[config.mk]
export PLATFORM = sky130hd
export DESIGN_NAME = sba_decide
export DESIGN_NICKNAME = d
export VERILOG_FILES = /design/src/design/sba_pkg.sv /design/src/design/sba_decide.sv
export SDC_FILE = /design/constraint.sdc
export NUM_CORES = 1
export LEC_CHECK = 0
export BUFFER_PORTS_ARGS = -buffer_cell sky130_fd_sc_hd__buf_2
export CORE_UTILIZATION = 30
export DETAILED_ROUTE_END_ITERATION = 8
export HOLD_SLACK_MARGIN = 0.03
export PLACE_DENSITY_LB_ADDON = 0.15
export RECOVER_POWER = 25
export SLEW_MARGIN = 25
export SYNTH_ARGS = -nofsm -noshare
export SYNTH_HDL_FRONTEND = slang
export SYNTH_SLANG_ARGS = --single-unit
[constraint.sdc]
create_clock -name clk -period 10.25 [get_ports clk]
set_input_delay 0.5125 -clock clk [delete_from_list [all_inputs] [get_ports clk]]
set_output_delay 0.5125 -clock clk [all_outputs]
set_load 0.03 [all_outputs]
[src/design/sba_pkg.sv]
`timescale 1ns / 1ps
// ----------------------------------------------------------------------------
// sba_pkg
// shared widths, types and codes of the swept box collision block
// ----------------------------------------------------------------------------
package sba_pkg;

    localparam int COORD_BITS     = 24;
    localparam int SIZE_BITS      = COORD_BITS - 1;
    localparam int TIME_FRAC_BITS = 16;
    localparam int TIME_BITS      = TIME_FRAC_BITS + 2;  // output time, Q1.f
    localparam int TW             = TIME_FRAC_BITS + 3;  // internal time, -2..2
    localparam int QUOT_BITS      = TIME_FRAC_BITS + 2;  // quotient bits
    localparam int VEL_BITS       = COORD_BITS + 1;
    localparam int D2_BITS        = COORD_BITS + 2;
    localparam int SUM_BITS       = COORD_BITS;
    localparam int DEN_BITS       = COORD_BITS + 2;
    localparam int MAG_BITS       = COORD_BITS + 2;
    localparam int NUM_BITS       = COORD_BITS + 3;
    localparam int EDGE_BITS      = COORD_BITS + 3;
    localparam int PIPE_DEPTH     = QUOT_BITS + 4;

    typedef logic signed [TW-1:0] time_t;

    localparam time_t TIME_ONE = TW'(2 ** TIME_FRAC_BITS);
    localparam time_t TIME_LIM = TW'(2 ** (TIME_FRAC_BITS + 1));

    typedef enum logic [1:0] {
        SIDE_RIGHT = 2'd0,
        SIDE_UP    = 2'd1,
        SIDE_LEFT  = 2'd2,
        SIDE_DOWN  = 2'd3
    } side_t;

    typedef struct packed {
        logic signed [COORD_BITS-1:0] first_center_x;
        logic signed [COORD_BITS-1:0] first_center_y;
        logic        [SIZE_BITS-1:0]  first_size_x;
        logic        [SIZE_BITS-1:0]  first_size_y;
        logic signed [COORD_BITS-1:0] second_center_x;
        logic signed [COORD_BITS-1:0] second_center_y;
        logic        [SIZE_BITS-1:0]  second_size_x;
        logic        [SIZE_BITS-1:0]  second_size_y;
        logic signed [COORD_BITS-1:0] first_vel_x;
        logic signed [COORD_BITS-1:0] first_vel_y;
        logic signed [COORD_BITS-1:0] second_vel_x;
        logic signed [COORD_BITS-1:0] second_vel_y;
    } box_req_t;

    // per axis flags that ride beside the dividers
    typedef struct packed {
        logic vz;       // zero relative velocity
        logic vneg;     // negative relative velocity
        logic overlap;  // static overlap
        logic p1lt;     // first center below second
        logic lo_ovf;
        logic lo_neg;
        logic hi_ovf;
        logic hi_neg;
    } axis_meta_t;

    typedef struct packed {
        axis_meta_t x;
        axis_meta_t y;
    } pair_meta_t;

    // divider launch data of one quotient
    typedef struct packed {
        logic [DEN_BITS-1:0] rem0;
        logic [1:0]          nbits;
    } div_launch_t;

    typedef struct packed {
        axis_meta_t          meta;
        logic [DEN_BITS-1:0] den;
        div_launch_t         lo;
        div_launch_t         hi;
    } front_axis_t;

    typedef struct packed {
        logic [QUOT_BITS-1:0] quot;
        logic                 rem_nz;
    } div_res_t;

endpackage

[src/design/sba_decide.sv]
`timescale 1ns / 1ps
// ----------------------------------------------------------------------------
// sba_decide
// rounds and orders the sweep times, then forms the hit result register
// ----------------------------------------------------------------------------
module sba_decide (
    input  logic               clk,
    input  logic               adv,
    input  sba_pkg::pair_meta_t meta,
    input  sba_pkg::div_res_t  x_lo,
    input  sba_pkg::div_res_t  x_hi,
    input  sba_pkg::div_res_t  y_lo,
    input  sba_pkg::div_res_t  y_hi,
    output logic                                 hit,
    output logic signed [sba_pkg::TIME_BITS-1:0] contact_time,
    output logic [1:0]                           side_code
);
    import sba_pkg::*;

    time_t xmin_reg, xmax_reg, ymin_reg, ymax_reg;
    time_t xmin_next, xmax_next, ymin_next, ymax_next;
    logic  xlt_reg, ylt_reg;
    logic  hit_reg, hit_next;
    logic signed [TIME_BITS-1:0] time_reg, time_next;
    side_t side_reg, side_next;
    time_t t;

    // floor for positive quotients, ceiling of magnitude for negative ones
    function automatic time_t fin(input div_res_t r, input logic ovf, input logic neg);
        logic [TW-1:0] m;
        m = {1'b0, r.quot} + TW'(neg & r.rem_nz);
        if (ovf || m > TIME_LIM)
            m = TIME_LIM;
        return neg ? -$signed(m) : $signed(m);
    endfunction

    function automatic void order(input axis_meta_t am, input time_t lo, input time_t hi,
                                  output time_t tmin, output time_t tmax);
        if (am.vz)
        begin
            tmin = am.overlap ? time_t'(0) : -TIME_ONE;
            tmax = am.overlap ? TIME_ONE : -TIME_ONE;
        end
        else if (am.vneg)
        begin
            tmin = hi;
            tmax = lo;
        end
        else
        begin
            tmin = lo;
            tmax = hi;
        end
    endfunction

    always_comb
    begin
        order(meta.x, fin(x_lo, meta.x.lo_ovf, meta.x.lo_neg),
              fin(x_hi, meta.x.hi_ovf, meta.x.hi_neg), xmin_next, xmax_next);
        order(meta.y, fin(y_lo, meta.y.lo_ovf, meta.y.lo_neg),
              fin(y_hi, meta.y.hi_ovf, meta.y.hi_neg), ymin_next, ymax_next);
    end

    always_comb
    begin
        hit_next  = (xmin_reg <= TIME_ONE) && (xmax_reg >= 0) &&
                    (ymin_reg <= TIME_ONE) && (ymax_reg >= 0) &&
                    (xmin_reg <= ymax_reg) && (ymin_reg <= xmax_reg);
        t         = '0;
        side_next = SIDE_RIGHT;
        if (xmin_reg > ymin_reg)
        begin
            t         = xmin_reg;
            side_next = xlt_reg ? SIDE_LEFT : SIDE_RIGHT;
        end
        else
        begin
            t         = ymin_reg;
            side_next = ylt_reg ? SIDE_DOWN : SIDE_UP;
        end
        if (t > TIME_ONE)
            t = TIME_ONE;
        if (t < -TIME_ONE)
            t = -TIME_ONE;
        time_next = TIME_BITS'(t);
        if (!hit_next)
        begin
            time_next = '0;
            side_next = SIDE_RIGHT;
        end
    end

    always_ff @(posedge clk)
    begin
        if (adv)
        begin
            xmin_reg <= xmin_next;
            xmax_reg <= xmax_next;
            ymin_reg <= ymin_next;
            ymax_reg <= ymax_next;
            xlt_reg  <= meta.x.p1lt;
            ylt_reg  <= meta.y.p1lt;
            hit_reg  <= hit_next;
            time_reg <= time_next;
            side_reg <= side_next;
        end
    end

    assign hit          = hit_reg;
    assign contact_time = time_reg;
    assign side_code    = side_reg;

endmodule

==> flow_summary.yaml <==
placement:
  hpwl_um: 26990
  port_buffers: 114
  place.gp.congestion: 0.8542
cts:
  cts_sinks: 99
  cts_resized: 0
  tritoncts: "yes"
  cts_max_level: 3
  clkLatencyLatePin_ns: 0.36
  cts_setup_buffers: 0
  cts_inserted_buffers: 9
  cts_max_path_buffers: 2
  cts.clk_slew.worst_paths_ns: 0.06
  cts_hold_buf: 0
  clockRootBuffer: "clkbuf_16"
grt:
  grt_overflow: 0
  grt_max_degree: 51
  antenna_found_initial: 0
  grt_pass1_wl_um: 53500
  grt_use_total: 0.1836
  first_global_vias: 9579
cells_and_area:
  area_delta_synth_final_pct: 10.79
  antenna_cells: 0
  fin_nets: 1553
  drive_gt1_frac: 0.1184
synth:
  synthSimpleGateAreaFrac: 0.2611
  netlist_instances: 1333
  yosys_warnings: 0
  synthTopCellsByCount: "110 x nand2_1, 99 x edfxtp_1, 85 x inv_1, 84 x nor2_1, 76 x a21oi_1"
  ys.flop_type: "edfxtp_1"
  synthTopCellsByArea: "edfxtp_1 27%, ha_1 8.0%, xnor2_1 4.6%, nand2_1 3.8%, a21oi_1 3.5%"
  synth_fa_ha_area_frac: 0.08045
  yosys.area.top_type: "edfxtp_1"
  ys_seq_elements: 99
  yosysMostFrequentCell: "nand2_1"
  synth-edff-count: 99
  ys_types: 81
  synth_xor_area_frac: 0.06999
  syn-num-nets: 1497
  muxShareOfSynthArea: 0.03551
  synthArstFlopShare: 0
  avgSynthCellArea_um2: 8.167
  yosys.area.top_type_share: 0.2731
  yosysSeqAreaShare: 0.2731
  synth_area_um2: 10890
  synth_compound_area_frac: 0.2211
  synth_top_family_by_area: "simple AND/OR/NAND/NOR gates"
worst_hold_path:
  holdPathEnd: "ylt_reg"
  hold_class: "input pin to register"
  hold_depth: 1
  hp-start: "meta[4]"
timing:
  finalHoldViolCount: 0
  post-route-period-util: 0.6012
  fmax_ghz: 0.1623
  worst_slew_pin_slew_ns: 2.675
  maxSlewViolCount: 51
  rsz0062_at_grt: "false"
  worst_slew_margin_rel: -0.7832
  period_minus_slack_ns: 6.163
  clock_skew_ns: 0.005976
  setup_tns_ns: 0
  setup_viol: 0
worst_setup_path:
  r2r_cells: 14
  crit_arrival_ns: 6.25
  critPathRequiredTime_ns: 10.33
  crit_buf_inv: 3
  crit_type: "input pin to register"
  reg2reg_to: "contact_time[3]"
  reg2reg_slack_ns: 5.64
  critical_path.top_delay_family: "compound AO/OA/AOI/OAI gates"
  cp_slowest_cell: "a2111oi_0"
  cp_common_cell: "ha_1"
  cp.depth: 20
  endpoint_kind: "register"
  cp_max_fo: 23
  critPathLaunchType: "input pin"
  path_cells: "buf_2 > and2_1 > ha_1 > ha_1 > nand4_1 > nor4_1 > or3_1 > nand3_1 > a41oi_2 > buf_4 > nand2b_1 > ha_1 > inv_1 > a311oi_1 > o211ai_1 > a2111oi_0 > nand2b_1 > a21boi_0 > a221oi_1 > o221ai_1"
  max_stage_delay_ns: 0.80
  r2r_start: "xmin_reg[8]"
die:
  start_util: 0.3053
  die_y_um: 192.5
  pin_count: 115
  core.rowCount: 69
  die_width_um: 192.5
  die-area_um2: 37050
  coreArea_um2: 35660
drt:
  num_vias: 10504
  drc: 15
  routed_wl_um: 34210
  dr.first_iter.drc_count: 768
  vias_per_cell: 5.666
  drtPass1Iterations: 9
  final_antenna_net_count: 0
  wl_per_cell_um: 18.45
power_and_ir_drop:
  power.density_nw_per_um2: 104.3
  p_leak_uw: 0.004504
  ir_worst_vdd_mv: 0.06535
  report.power.total_uw: 1259
status:
  violations: "DRC, capacitance limit, slew limit"
  outcome: "complete, but fails checks"
flow_run:
  drv_cap: 1
==> power breakdown <==
group / switching, µW / leakage (µW) / internal, µW
clock network: 154 / 0.000144 / 189
registers: 33.6 / 0.000974 / 480
logic: 256 / 0.00339 / 146
==> layout make-up <==
type                            count  area (µm²)
Tap cell                          461       576.8
Timing Repair Buffer              119       603.1
Clock inverter                      6       65.06
Sequential cell                    99        2973
Multi-Input combinational cell   1072        7288
Clock buffer                        9       225.2
Inverter                           88       330.3
Fill cell                        3768       23590
==> cells by family (layout without fill, tap and decap cells) <==
| kind of cell | count (synthesis) | in the layout |
|---|---|---|
| XOR/XNOR | 87 | 87 |
| AO/OA/AOI/OAI | 346 | 346 |
| adder cells (fa/ha/maj) | 70 | 70 |
| flip-flops | 99 | 99 |
| AND/OR/NAND/NOR | 532 | 532 |
| buffers and inverters | 162 | 222 |
| multiplexers | 37 | 37 |
==> per-layer routing <==
layer / track usage / part of all wire
met3: 0.02328 / 0.046
met5: 0 / 0
met4: 0.03331 / 0.012
met2: 0.2827 / 0.44
met1: 0.2728 / 0.51
==> placed cells by master (no fill, tap or decap), drive strengths merged, types with 19 or more instances in the layout <==
cell,n
nand2,110
xor2,30
o21ai,45
a21oi,76
nand3,57
and2,21
or3,24
a211oi,30
mux2i,27
nand4,46
nor4,45
o22ai,24
nor2,84
xnor2,57
nor3,66
edfxtp,99
inv,87
buf,115
ha,70
and3,19
==> through the flow <==
stage / setup slack (ns) / instance area (µm²) / utilization / hold slack, ns / instances
5_1_grt: 3.584 / 12060 / 0.3383 / 0.3248 / 1854
3_5_place_dp: 3.756 / 11770 / 0.3301 / 0.5851 / 1839
3_3_place_gp: 4.047 / 11770 / 0.3300 / 0.5771 / 1839
4_1_cts: 4.155 / 12060 / 0.3382 / 0.3287 / 1854
2_1_floorplan: 4.547 / 10890 / - / 0.5323 / 1333
6_report: 4.087 / 12060 / 0.3383 / 0.3381 / 1854
==> worst max path at each step <==
| stage | startpoint | to |
|---|---|---|
| final | meta[8] | xmin_reg[16] |
| after global routing | meta[8] | xmin_reg[16] |
| after CTS | meta[8] | xmin_reg[16] |
| after detailed placement | meta[8] | xmin_reg[16] |
| after global placement | meta[8] | xmin_reg[16] |
| after floorplan | meta[8] | xmin_reg[16] |
No activity file was read; power rests on OpenSTA's default activity.
