`config.mk`:
```
export PLATFORM = sky130hd
export DESIGN_NAME = sba_div
export DESIGN_NICKNAME = d
export VERILOG_FILES = /design/src/design/sba_pkg.sv /design/src/design/sba_div.sv
export SDC_FILE = /design/constraint.sdc
export NUM_CORES = 2
export LEC_CHECK = 0
export ABC_CLOCK_PERIOD_IN_PS = 3100
export BUFFER_PORTS_ARGS = -buffer_cell sky130_fd_sc_hd__buf_2
export CORE_MARGIN = 2
export CORE_UTILIZATION = 46
export DETAILED_ROUTE_END_ITERATION = 16
export GPL_TIMING_DRIVEN = 0
export HOLD_SLACK_MARGIN = 0.02
export SLEW_MARGIN = 5
export SYNTH_ARGS = -nofsm -noshare
export SYNTH_HDL_FRONTEND = slang
export SYNTH_SLANG_ARGS = --single-unit
```
`constraint.sdc`:
```
create_clock -name clk -period 3.1 [get_ports clk]
set_clock_uncertainty 0.05 [all_clocks]
set_input_delay 0.31 -clock clk [delete_from_list [all_inputs] [get_ports clk]]
set_output_delay 0.31 -clock clk [all_outputs]
set_load 0.01 [all_outputs]
```
`src/design/sba_pkg.sv`:
```
`timescale 1ns / 1ps
// ----------------------------------------------------------------------------
// sba_pkg
// shared widths, types and codes of the swept box collision block
// ----------------------------------------------------------------------------
package sba_pkg;

    localparam int COORD_BITS     = 24;
    localparam int SIZE_BITS      = COORD_BITS - 1;
    localparam int TIME_FRAC_BITS = 16;
    localparam int TIME_BITS      = TIME_FRAC_BITS + 2;  // output time, Q1.f
    localparam int TW             = TIME_FRAC_BITS + 3;  // internal time, -2..2
    localparam int QUOT_BITS      = TIME_FRAC_BITS + 2;  // quotient bits
    localparam int VEL_BITS       = COORD_BITS + 1;
    localparam int D2_BITS        = COORD_BITS + 2;
    localparam int SUM_BITS       = COORD_BITS;
    localparam int DEN_BITS       = COORD_BITS + 2;
    localparam int MAG_BITS       = COORD_BITS + 2;
    localparam int NUM_BITS       = COORD_BITS + 3;
    localparam int EDGE_BITS      = COORD_BITS + 3;
    localparam int PIPE_DEPTH     = QUOT_BITS + 4;

    typedef logic signed [TW-1:0] time_t;

    localparam time_t TIME_ONE = TW'(2 ** TIME_FRAC_BITS);
    localparam time_t TIME_LIM = TW'(2 ** (TIME_FRAC_BITS + 1));

    typedef enum logic [1:0] {
        SIDE_RIGHT = 2'd0,
        SIDE_UP    = 2'd1,
        SIDE_LEFT  = 2'd2,
        SIDE_DOWN  = 2'd3
    } side_t;

    typedef struct packed {
        logic signed [COORD_BITS-1:0] first_center_x;
        logic signed [COORD_BITS-1:0] first_center_y;
        logic        [SIZE_BITS-1:0]  first_size_x;
        logic        [SIZE_BITS-1:0]  first_size_y;
        logic signed [COORD_BITS-1:0] second_center_x;
        logic signed [COORD_BITS-1:0] second_center_y;
        logic        [SIZE_BITS-1:0]  second_size_x;
        logic        [SIZE_BITS-1:0]  second_size_y;
        logic signed [COORD_BITS-1:0] first_vel_x;
        logic signed [COORD_BITS-1:0] first_vel_y;
        logic signed [COORD_BITS-1:0] second_vel_x;
        logic signed [COORD_BITS-1:0] second_vel_y;
    } box_req_t;

    // per axis flags that ride beside the dividers
    typedef struct packed {
        logic vz;       // zero relative velocity
        logic vneg;     // negative relative velocity
        logic overlap;  // static overlap
        logic p1lt;     // first center below second
        logic lo_ovf;
        logic lo_neg;
        logic hi_ovf;
        logic hi_neg;
    } axis_meta_t;

    typedef struct packed {
        axis_meta_t x;
        axis_meta_t y;
    } pair_meta_t;

    // divider launch data of one quotient
    typedef struct packed {
        logic [DEN_BITS-1:0] rem0;
        logic [1:0]          nbits;
    } div_launch_t;

    typedef struct packed {
        axis_meta_t          meta;
        logic [DEN_BITS-1:0] den;
        div_launch_t         lo;
        div_launch_t         hi;
    } front_axis_t;

    typedef struct packed {
        logic [QUOT_BITS-1:0] quot;
        logic                 rem_nz;
    } div_res_t;

endpackage

```
`src/design/sba_div.sv`:
```
`timescale 1ns / 1ps
// ----------------------------------------------------------------------------
// sba_div
// pipelined restoring divider, one quotient bit per register stage
// ----------------------------------------------------------------------------
module sba_div (
    input  logic                         clk,
    input  logic                         adv,
    input  logic [sba_pkg::DEN_BITS-1:0] den,
    input  sba_pkg::div_launch_t         launch,
    output sba_pkg::div_res_t            res
);
    import sba_pkg::*;

    logic [DEN_BITS-1:0]  rem_reg  [QUOT_BITS];
    logic [QUOT_BITS-1:0] quot_reg [QUOT_BITS];
    logic [DEN_BITS-1:0]  den_reg  [QUOT_BITS-1];
    logic [QUOT_BITS-1:0] xb_reg   [QUOT_BITS-1];

    for (genvar k = 0; k < QUOT_BITS; k++) begin : g_stage
        localparam int BIT = QUOT_BITS - 1 - k;
        logic [DEN_BITS-1:0]  rin;
        logic [DEN_BITS-1:0]  din;
        logic [QUOT_BITS-1:0] qin;
        logic [QUOT_BITS-1:0] xin;
        logic [DEN_BITS:0]    cand;
        logic                 ge;
        logic [DEN_BITS-1:0]  rem_next;
        logic [QUOT_BITS-1:0] quot_next;

        if (k == 0) begin : g_first
            assign rin = launch.rem0;
            assign din = den;
            assign qin = '0;
            assign xin = {launch.nbits, {TIME_FRAC_BITS{1'b0}}};
        end else begin : g_rest
            assign rin = rem_reg[k-1];
            assign din = den_reg[k-1];
            assign qin = quot_reg[k-1];
            assign xin = xb_reg[k-1];
        end

        always_comb
        begin
            cand      = {rin, xin[QUOT_BITS-1]};
            ge        = cand >= {1'b0, din};
            rem_next  = ge ? DEN_BITS'(cand - {1'b0, din}) : cand[DEN_BITS-1:0];
            quot_next = qin;
            quot_next[BIT] = ge;
        end

        always_ff @(posedge clk)
        begin
            if (adv)
            begin
                rem_reg[k]  <= rem_next;
                quot_reg[k] <= quot_next;
            end
        end

        if (k < QUOT_BITS - 1) begin : g_pass
            always_ff @(posedge clk)
            begin
                if (adv)
                begin
                    den_reg[k] <= din;
                    xb_reg[k]  <= {xin[QUOT_BITS-2:0], 1'b0};
                end
            end
        end
    end

    assign res.quot   = quot_reg[QUOT_BITS-1];
    assign res.rem_nz = |rem_reg[QUOT_BITS-1];

endmodule

```
==> summary by stage <==
Placed design
The setup slack at placement is -1350 ps. The HPWL after detailed placement is ~110 mm. The routability congestion estimate from global placement is 0.881. In this run the cell area measured after placement is roughly 0.065 sq mm. The count of buffers added on input and output ports is 74.

Synthesis
The number of nets handed over by synthesis was slightly above 6000. The number of different library cells used by synthesis comes to 92. Among all flip-flop cells after synthesis, the most frequent one is edfxtp_1. After synthesis, the share of flip-flops with an asynchronous set or reset is 0%. The synthesized design spends more area on one cell type than any other, namely edfxtp_1.

After synthesis the netlist holds a flip-flop and latch count of 1082. The share of the synthesized area in the top cell type is ~52%. In the synthesized netlist, the number of instances is 5492. The area of the mapped netlist is 0.0620 sq mm. Sequential cells were found to cover 52.4% of the synthesized design area. Yosys attributes the largest share of cell area to edfxtp_1 (52%), ha_1 (9.4%), inv_1 (3.6%), mux2_2 (3.5%), xnor2_1 (3.5%). The average instance in the mapped netlist occupies 11.3 sq um. Yosys mapped a number of flops with a built-in enable equal to 1082. During synthesis, Yosys emitted a total of 0 warnings.

Power and ir drop
The net switching share of the total power is 37.8%. The relative contribution of combinational cells to total power is 52.5%. The overall power after layout is 83.0 mW. IR analysis of the VDD net gives a maximum drop of 0.667 mV.

The total power density per cell area is 1090 mW/mm^2. The part of the power in the clock network is between 10% and 20%. The cell internal power dissipation is 51.6 mW. Of the total power, registers draw 29.8%.

Summed over all nets, the switching power comes to ~31 mW. The analysis attributes to cell leakage a power of 31.2 nW.

Final layout
The finished cells cover around 0.076 sq mm. In the final layout, the multi-input gates occupy 0.0301 sq mm. Across the whole layout, storage elements account for between 0.03 and 0.04 sq mm. The relative area change from synthesis to final layout is 23.0%. The register with the most flip-flops in the layout has 468 of them. In the final layout, the share of cells above drive strength 1 is around 22%. The fill cell instance count of the final layout is 11100. The most frequent standard cell in the layout excluding fill and tap cells is edfxtp_1. Leaving out fill and tap cells, the most frequent cells in the layout are edfxtp_1 (1082), inv_1 (570), nand2_1 (381), ha_1 (381), a21oi_1 (322). The net count of the finished layout is 6585.

Die
After floorplanning, the core was divided into 134 placement rows. The die outline height is about 370 microns. In this run the horizontal extent of the chip is 371 microns. The initial core utilization is 46.4%.

The count of boundary I/O pins is 75. In this run the standard cell core region covers about 0.13 sq mm. The die footprint is 0.138 sq mm.

Worst setup path
Counting stages on the worst path, the most repeated cell is buf_12. For this run, the slowest stage of the critical path takes 410 ps. The critical path starts at den_reg[3][3]. The startpoint identified for the worst register-to-register timing path is den_reg[3][3].

The worst flop-to-flop path endpoint is rem_reg[4][21]. In this run the register-to-register setup slack is -350 ps. The number of cells on the worst reg-to-reg path is 14. The maximum fanout encountered on the critical timing path is 8. The critical path goes through inv_2 -> ha_4 -> a21oi_4 -> nor2_2 -> o31a_2 -> o21ai_4 -> nand4_1 -> nand3_2 -> a21oi_2 -> a311o_2 -> a211oi_4 -> buf_12 -> buf_12 -> mux2_4.

The sort of element at the end of the critical path is a flop. The critical path launch point type is a flop. Data on the critical path arrives at its endpoint at 3880 ps. The slowest library cell on the worst path is edfxtp_1. The worst setup path category is flop to flop. The required time of the worst setup path is ~3500 ps.

Clock tree
The number of buffers created by CTS is 121. Clock-pin slew was measured on the worst setup and hold paths at around 60 ps. The deepest level of the CTS H-tree is 3. The maximum root-to-sink buffer count is 3. The number of sinks handled by clock tree synthesis is 1082. The CTS tree is built. Clock tree synthesis selected as its root buffer the cell clkbuf_16.

For the worst-skew pair, the clock arrives at the later sink with an insertion delay of between 700 and 800 ps.

STA
The setup TNS after final layout is -42670 ps. For the pin with the worst max-slew slack, the measured transition is 1050 ps. The hold violation count in the final report came to 0. Setup violations remaining at the end of the flow were counted as 296. The tightest hold path in the finished design has a slack of 127 ps. The worst max-slew margin expressed relative to the limit is 30.1%. Derived from the worst setup path, the maximum achievable clock frequency is roughly 290 MHz.

For the finished layout, the period the worst path requires is 3450 ps. Setup repair after global routing could not meet its margin everywhere. The final worst-path setup slack is -351 ps.

The total count of max-transition violations in the final report is 0. Dividing the final minimum period by the clock period gives 111%.

Route
The DRC marker count from the first detailed-route iteration is 3019. Once detail routing completed, the nets flagged for antenna violations numbered 0. The number of optimization iterations in the first detailed-route pass is 6. The number of vias after detailed routing is ~44000. Summed over all layers, the routed wires come to around 160 mm. The detailed-route wire length per cell is 19.7 microns. In the routed layout, each cell is associated on average with a via count of 5.50. The final routed DRC violation total is 0.

Run status
The final reports fail on negative setup slack. The flow ran to the end, but the final reports show violations.

Global routing
The first global-routing pass estimated ~240 mm of wire. Global routing used 22.6% of the available tracks across all layers. The number of global-route vias before repair is 43600. The total congestion overflow after global routing is 0. Entering global routing, the biggest net connects roughly 170 pins. The initial antenna violation count came to 1.

Hold path
Counting instances, the worst hold path has a depth of 5. In this run the most critical hold path is launched from launch[27]. The classification of the worst-slack hold path is primary input to flop. The endpoint with the worst hold slack is rem_reg[0][23].

Job
Max-cap violations in this run came to 0.
[cells by family after synthesis]
family	after synthesis	synth area share [%]
AOI/OAI and AO/OA	1452	14.8
and+or+nand+nor	1150	8.72
DFF	1082	52.4
buffers and inverters	713	4.42
adders and majority gates	486	10.0
xor gates and xnor gates	393	5.55
muxes	216	4.02
[worst max-delay path: cells and delay by family (launching register included)]
kind | cells | cell delay [ps]
muxes | 1 | 310
AOI/OAI and AO/OA | 6 | 1410
buffers and inverters | 3 | 420
and+or+nand+nor | 3 | 360
adders and majority gates | 1 | 220
DFF | 1 | 410
[Yosys cell counts, types with 82 or more instances]
library cell  number
nand3_1           82
xnor2_1          246
a21o_1           227
o21ai_0          380
edfxtp_1        1082
nor2_1           274
mux2_2           193
ha_1             468
inv_1            600
xor2_1           147
nand2_1          400
a21oi_1          406
[per-stage QoR]
step                std cells  util (%)
floorplan                5492         -
global placement         7334      48.5
detailed placement       7341      48.6
CTS                      7852      56.3
global route             7910      57.0
finish                   7911      57.0
[layout make-up]
class,count,area share [%]
flip-flops and latches,1082,42.6
clock buffers,130,4.02
diodes,1,0.00328
multi-input cells,3697,39.5
inverters,602,2.98
well taps,1768,2.90
clock inverters,92,1.38
repair buffers,450,5.30
plain buffers,89,1.33
[how the worst max path moves through the flow]
stage | end | depth (start not counted) | slack [ps]
after global placement | den_reg[11][4] | 1 | -15060
after CTS | rem_reg[4][21] | 14 | -400
after floorplan | rem_reg[4][11] | 12 | -140
after detailed placement | rem_reg[1][19] | 11 | -1350
after global routing | rem_reg[4][21] | 14 | -460
final | rem_reg[4][21] | 14 | -350
[power by group through the flow]
stage | Sequential [mW] | Combinational (mW) | Clock [mW]
floorplan | 23.5 | 25.9 | 0
global placement | 25.2 | 33.6 | 0
detailed placement | 24.7 | 33.9 | 0
CTS | 24.7 | 41.6 | 15.2
global route | 25.1 | 47.4 | 15.7
finish | 24.7 | 43.5 | 14.7
[metal layers]
layer / wire length, microns / GRT usage, % / part of all wire (%) / vias to the layer above
met4: 7130 / 10.3 / 4.6 / 0
met1: 67400 / 29.3 / 43 / 20900
li1: - / - / - / 21200
met3: 7700 / 3.26 / 4.9 / 316
met2: 73900 / 37.4 / 47 / 1058
met5: 0 / 0 / 0 / -
[repair_timing]
item / 4_1_cts / 5_1_grt
setup buffers: 242 / 60
endpoints found under the setup margin: 483 / 614
gates resized for setup: 797 / 146
hold buffers: 54 / 0
gates cloned: 15 / 1
hold endpoints to repair: 136 / 0
pin swaps: 234 / 106
Note: power is estimated with default switching activity, not from simulation.
