[src/design/sba_pkg.sv]
`timescale 1ns / 1ps
// ----------------------------------------------------------------------------
// sba_pkg
// shared widths, types and codes of the swept box collision block
// ----------------------------------------------------------------------------
package sba_pkg;

    localparam int COORD_BITS     = 24;
    localparam int SIZE_BITS      = COORD_BITS - 1;
    localparam int TIME_FRAC_BITS = 16;
    localparam int TIME_BITS      = TIME_FRAC_BITS + 2;  // output time, Q1.f
    localparam int TW             = TIME_FRAC_BITS + 3;  // internal time, -2..2
    localparam int QUOT_BITS      = TIME_FRAC_BITS + 2;  // quotient bits
    localparam int VEL_BITS       = COORD_BITS + 1;
    localparam int D2_BITS        = COORD_BITS + 2;
    localparam int SUM_BITS       = COORD_BITS;
    localparam int DEN_BITS       = COORD_BITS + 2;
    localparam int MAG_BITS       = COORD_BITS + 2;
    localparam int NUM_BITS       = COORD_BITS + 3;
    localparam int EDGE_BITS      = COORD_BITS + 3;
    localparam int PIPE_DEPTH     = QUOT_BITS + 4;

    typedef logic signed [TW-1:0] time_t;

    localparam time_t TIME_ONE = TW'(2 ** TIME_FRAC_BITS);
    localparam time_t TIME_LIM = TW'(2 ** (TIME_FRAC_BITS + 1));

    typedef enum logic [1:0] {
        SIDE_RIGHT = 2'd0,
        SIDE_UP    = 2'd1,
        SIDE_LEFT  = 2'd2,
        SIDE_DOWN  = 2'd3
    } side_t;

    typedef struct packed {
        logic signed [COORD_BITS-1:0] first_center_x;
        logic signed [COORD_BITS-1:0] first_center_y;
        logic        [SIZE_BITS-1:0]  first_size_x;
        logic        [SIZE_BITS-1:0]  first_size_y;
        logic signed [COORD_BITS-1:0] second_center_x;
        logic signed [COORD_BITS-1:0] second_center_y;
        logic        [SIZE_BITS-1:0]  second_size_x;
        logic        [SIZE_BITS-1:0]  second_size_y;
        logic signed [COORD_BITS-1:0] first_vel_x;
        logic signed [COORD_BITS-1:0] first_vel_y;
        logic signed [COORD_BITS-1:0] second_vel_x;
        logic signed [COORD_BITS-1:0] second_vel_y;
    } box_req_t;

    // per axis flags that ride beside the dividers
    typedef struct packed {
        logic vz;       // zero relative velocity
        logic vneg;     // negative relative velocity
        logic overlap;  // static overlap
        logic p1lt;     // first center below second
        logic lo_ovf;
        logic lo_neg;
        logic hi_ovf;
        logic hi_neg;
    } axis_meta_t;

    typedef struct packed {
        axis_meta_t x;
        axis_meta_t y;
    } pair_meta_t;

    // divider launch data of one quotient
    typedef struct packed {
        logic [DEN_BITS-1:0] rem0;
        logic [1:0]          nbits;
    } div_launch_t;

    typedef struct packed {
        axis_meta_t          meta;
        logic [DEN_BITS-1:0] den;
        div_launch_t         lo;
        div_launch_t         hi;
    } front_axis_t;

    typedef struct packed {
        logic [QUOT_BITS-1:0] quot;
        logic                 rem_nz;
    } div_res_t;

endpackage

[src/design/sba_front.sv]
`timescale 1ns / 1ps
// ----------------------------------------------------------------------------
// sba_front
// two register stages: relative motion and edges, then numerators and launch
// ----------------------------------------------------------------------------
module sba_front (
    input  logic              clk,
    input  logic              adv,
    input  sba_pkg::box_req_t req,
    output sba_pkg::front_axis_t x_out,
    output sba_pkg::front_axis_t y_out
);
    import sba_pkg::*;

    typedef struct packed {
        logic                       vz;
        logic                       vneg;
        logic                       overlap;
        logic                       p1lt;
        logic signed [D2_BITS-1:0]  d2;
        logic        [SUM_BITS-1:0] s;
        logic        [DEN_BITS-1:0] den;
    } s1_axis_t;

    logic signed [COORD_BITS-1:0] p1 [2];
    logic signed [COORD_BITS-1:0] p2 [2];
    logic signed [COORD_BITS-1:0] v1 [2];
    logic signed [COORD_BITS-1:0] v2 [2];
    logic        [SIZE_BITS-1:0]  s1 [2];
    logic        [SIZE_BITS-1:0]  s2 [2];
    s1_axis_t    s1_reg  [2];
    s1_axis_t    s1_next [2];
    front_axis_t s2_reg  [2];
    front_axis_t s2_next [2];

    assign p1[0] = req.first_center_x;
    assign p1[1] = req.first_center_y;
    assign p2[0] = req.second_center_x;
    assign p2[1] = req.second_center_y;
    assign v1[0] = req.first_vel_x;
    assign v1[1] = req.first_vel_y;
    assign v2[0] = req.second_vel_x;
    assign v2[1] = req.second_vel_y;
    assign s1[0] = req.first_size_x;
    assign s1[1] = req.first_size_y;
    assign s2[0] = req.second_size_x;
    assign s2[1] = req.second_size_y;

    function automatic div_launch_t launch(input logic [MAG_BITS-1:0] mag);
        div_launch_t l;
        l.rem0  = {2'b00, mag[MAG_BITS-1:2]};
        l.nbits = mag[1:0];
        return l;
    endfunction

    for (genvar a = 0; a < 2; a++) begin : g_axis
        logic signed [VEL_BITS-1:0]  vrel;
        logic        [VEL_BITS-1:0]  vabs;
        logic signed [VEL_BITS-1:0]  pdiff;
        logic signed [EDGE_BITS-1:0] p1w;
        logic signed [EDGE_BITS-1:0] p2w;
        logic signed [EDGE_BITS-1:0] s1w;
        logic signed [EDGE_BITS-1:0] s2w;
        logic signed [NUM_BITS-1:0]  num_lo;
        logic signed [NUM_BITS-1:0]  num_hi;
        logic        [MAG_BITS-1:0]  mag_lo;
        logic        [MAG_BITS-1:0]  mag_hi;
        logic        [NUM_BITS-1:0]  neg_lo;
        logic        [NUM_BITS-1:0]  neg_hi;

        always_comb
        begin
            vrel  = VEL_BITS'(v1[a]) - VEL_BITS'(v2[a]);
            vabs  = vrel[VEL_BITS-1] ? VEL_BITS'(-vrel) : vrel;
            pdiff = VEL_BITS'(p2[a]) - VEL_BITS'(p1[a]);
            p1w   = {p1[a][COORD_BITS-1], p1[a][COORD_BITS-1], p1[a], 1'b0};
            p2w   = {p2[a][COORD_BITS-1], p2[a][COORD_BITS-1], p2[a], 1'b0};
            s1w   = {4'b0000, s1[a]};
            s2w   = {4'b0000, s2[a]};
            s1_next[a].vz      = (vrel == '0);
            s1_next[a].vneg    = vrel[VEL_BITS-1];
            s1_next[a].overlap = (p1w + s1w > p2w - s2w) && (p1w - s1w < p2w + s2w);
            s1_next[a].p1lt    = (p1[a] < p2[a]);
            s1_next[a].d2      = {pdiff, 1'b0};
            s1_next[a].s       = {1'b0, s1[a]} + {1'b0, s2[a]};
            s1_next[a].den     = {vabs, 1'b0};
        end

        always_comb
        begin
            num_lo = NUM_BITS'(s1_reg[a].d2) - $signed({3'b000, s1_reg[a].s});
            num_hi = NUM_BITS'(s1_reg[a].d2) + $signed({3'b000, s1_reg[a].s});
            neg_lo = -num_lo;
            neg_hi = -num_hi;
            mag_lo = num_lo[NUM_BITS-1] ? neg_lo[MAG_BITS-1:0] : num_lo[MAG_BITS-1:0];
            mag_hi = num_hi[NUM_BITS-1] ? neg_hi[MAG_BITS-1:0] : num_hi[MAG_BITS-1:0];
            s2_next[a].meta.vz      = s1_reg[a].vz;
            s2_next[a].meta.vneg    = s1_reg[a].vneg;
            s2_next[a].meta.overlap = s1_reg[a].overlap;
            s2_next[a].meta.p1lt    = s1_reg[a].p1lt;
            // quotient reaches four or more: saturate
            s2_next[a].meta.lo_ovf  = {2'b00, mag_lo} >= {s1_reg[a].den, 2'b00};
            s2_next[a].meta.hi_ovf  = {2'b00, mag_hi} >= {s1_reg[a].den, 2'b00};
            s2_next[a].meta.lo_neg  = num_lo[NUM_BITS-1] ^ s1_reg[a].vneg;
            s2_next[a].meta.hi_neg  = num_hi[NUM_BITS-1] ^ s1_reg[a].vneg;
            s2_next[a].den          = s1_reg[a].den;
            s2_next[a].lo           = launch(mag_lo);
            s2_next[a].hi           = launch(mag_hi);
        end

        always_ff @(posedge clk)
        begin
            if (adv)
            begin
                s1_reg[a] <= s1_next[a];
                s2_reg[a] <= s2_next[a];
            end
        end
    end

    assign x_out = s2_reg[0];
    assign y_out = s2_reg[1];

endmodule

[config.mk]
export PLATFORM = sky130hd
export DESIGN_NAME = sba_front
export DESIGN_NICKNAME = d
export VERILOG_FILES = /design/src/design/sba_pkg.sv /design/src/design/sba_front.sv
export SDC_FILE = /design/constraint.sdc
export NUM_CORES = 1
export LEC_CHECK = 0
export ABC_AREA = 0
export CELL_PAD_IN_SITES_DETAIL_PLACEMENT = 2
export CELL_PAD_IN_SITES_GLOBAL_PLACEMENT = 2
export CORE_UTILIZATION = 44
export DETAILED_ROUTE_END_ITERATION = 12
export DONT_BUFFER_PORTS = 1
export PLACE_DENSITY = 0.95
export RECOVER_POWER = 25
export SLEW_MARGIN = 20
export SYNTH_ARGS = -nofsm -noshare
export SYNTH_HDL_FRONTEND = slang
export SYNTH_SLANG_ARGS = --single-unit
[constraint.sdc]
create_clock -name clk -period 9 [get_ports clk]
set_clock_uncertainty 0.15 [all_clocks]
set_input_delay 2.7 -clock clk [delete_from_list [all_inputs] [get_ports clk]]
set_output_delay 2.7 -clock clk [all_outputs]
set_load 0.05 [all_outputs]
==> impl_metrics.tcl <==
set metrics [dict create \
    run_status "completed" \
    drt-initial-drc-count 2782 \
    start_util 0.444 \
    post-route-period-util 0.858 \
    wl_um 179000 \
    synth_edf_count 324 \
    vias 37054 \
    grt_usage 0.391 \
    rows 108 \
    area_growth_pct 6.32 \
    dpl.cell_count 5534 \
    dr.pass1.iters 7 \
    wl_met1_um 67300 \
    die_w_um 297 \
    postCtsSetupBuffers 0 \
    fp.coreArea_um2 86600 \
    ctsHtreeMaxLevel 2 \
    worst-path-buf-inv 0 \
    globalplace.congestion 0.946 \
    worst_setup_path_start_kind "input port" \
    slew_viol_final 0 \
    vdd_drop_max_uv 187 \
    hp-class "flop to flop" \
    route.met3.wl_um 12800 \
    cp-end-kind "flop" \
    fin_setup_tns_ps 0 \
    die-height_um 297 \
    drc 0 \
    power.leakage_nw 17.8 \
    drive_gt1_frac 0.0299 \
    layout_commonest_cell "ha_1" \
    layout.nets 5341 \
    clk_pin_slew_ps 60 \
    clock_path_buffers 3 \
    register_area_um2 9730 \
    place_hpwl_um 137000 \
    required_ps 9300 \
    grt_max_degree 325 \
    post_drt_via_cell_ratio 6.60 \
    overflow 0 \
    routed.top_layer "met5" \
    total_power_mw 11.2 \
    grt_antenna_before_repair 8 \
    ys_warn_count 0 \
    clock_sink_count 324 \
    path_max_fanout 4 \
    rsz0062_at_grt "false" \
    antenna_left 0 \
    fmax_mhz 130 \
    setup_viol 0 \
    cts_buffers 41 \
    critPathMaxStageDelay_ps 1000 \
    post-route-util 0.472 \
    synth_cell_types 97 \
    io_buffers 0 \
    clk_latency_ps 590 \
    worstMarginPinSlew_ps 1250 \
    syn-instance-count 4482 \
    fp.dieArea_um2 88500 \
    path_cells "ha_1 -> fa_1 -> nand2b_1 -> a21oi_1 -> o21bai_1 -> a21oi_1 -> o21bai_1 -> a2111oi_0 -> or2_2 -> nor2_1 -> xnor2_1 -> ha_1 -> a21oi_1 -> nor2b_1 -> o21ai_0 -> nand2b_1 -> a21oi_1 -> nor2b_1 -> o21ai_0 -> nand2b_1 -> a221oi_1 -> mux2i_1 -> o2111a_1" \
    tritoncts "done" \
    largest_register_ffs 168 \
    post-route-min-period_ps 7720 \
    async_reset_ff_frac 0 \
    cts_resized 0 \
    whs_ps 281 \
    layout.cells.non_filler 5612 \
    yosysSeqAreaShare 0.253 \
    path_class "input port to flop" \
    cts_hold_buf 0 \
    slew_headroom 0.161 \
    synth-seq-cells 324 \
    syn_avg_cell_area_um2 8.57 \
    pin_count 466 \
    power_density_nw_per_um2 275 \
    cpMostUsedCell "a21oi_1" \
    syn_area_um2 38400 \
    multi_input_area_um2 26400 \
    final_cell_mix "ha_1 (614), inv_1 (487), xnor2_1 (356)" \
    grt_pass1_wl_um 267000 \
    cp.arrival_ps 8020 \
    crit_slowest_cell "a2111oi_0" \
    wl_per_cell_um 31.9 \
    grt_pass1_vias 41469 \
    hold_violations 0 \
    drv_cap 0 \
    cts_root_buf "clkbuf_16" \
    wl_met2_um 86400 \
    cp_top_family "compound AO/OA/AOI/OAI gates" \
    nFillCells 9510 \
    synthFlopType "edfxtp_1" \
]
-- worst reg2reg max path, delay by kind of cell, from the launching register on --
kind | cells | cell delay [ps]
xor gates and xnor gates | 1 | 280
buffers and inverters | 2 | 530
and+or+nand+nor | 2 | 240
AOI/OAI and AO/OA | 16 | 4630
adders and majority gates | 2 | 890
DFF | 1 | 600
-- where the power goes --
| group | switching [mW] | internal, mW |
|---|---|---|
| logic | 3.89 | 2.01 |
| registers | 1.28 | 2.26 |
| clock network | 0.787 | 1.01 |
-- routing by layer --
metal  track usage  vias up
met4         0.235       10
met5             0        -
met2         0.675     1733
met1         0.437    18704
met3        0.0883      681
li1              -    15926
-- final timing paths --
| check | start | to | slack, ps | cells after the start |
|---|---|---|---|---|
| worst max register to register | s1_reg[0][103] | s2_reg[0][167] | 1440 | 23 |
| worst max-delay path | req[120] | s1_reg[0][75] | 1280 | 23 |
| worst min-delay path | s1_reg[0][152] | s2_reg[0][168] | 280 | 0 |
| worst min register to register | s1_reg[0][152] | s2_reg[0][168] | 280 | 0 |
-- synthesized netlist by cell type, drive strengths merged, types with 96 or more instances --
master  number  area (µm²)
inv        487        1830
nor2       355        1330
xor2       115        1010
xnor2      356        3120
ha         614        7680
nor2b       96         608
edfxtp     324        9730
a21oi      353        1780
clkbuf     100         375
o21ai      238        1190
nor3       107         541
nand2      216         811
a21o       128         962
-- cell type report --
class                           instances  share of cell area
Timing Repair Buffer                    6             0.00104
Tap cell                             1155              0.0354
Antenna cell                            3            0.000184
Multi-Input combinational cell       3563               0.647
Inverter                              487              0.0448
Sequential cell                       324               0.238
Clock buffer                           42              0.0252
Clock inverter                         32             0.00845
-- through the flow --
stage / worst slack [ps] / instance area [µm²]
CTS: 1520 / 40800
finish: 1280 / 40800
global placement: 1470 / 39500
detailed placement: 974 / 39500
floorplan: 2100 / 38500
global route: 1080 / 40800
-- kinds of logic (layout without fill, tap and decap cells) --
group / count (synthesis) / in the layout / synth area share
muxes: 9 / 9 / 0.00238
xor gates and xnor gates: 471 / 471 / 0.107
other: 1 / 13 / 0.0000976
adders and majority gates: 632 / 632 / 0.209
and+or+nand+nor: 1224 / 1224 / 0.161
buffers and inverters: 604 / 567 / 0.0603
DFF: 324 / 324 / 0.253
AOI/OAI and AO/OA: 1217 / 1217 / 0.207
No activity file was read; power rests on OpenSTA's default activity.
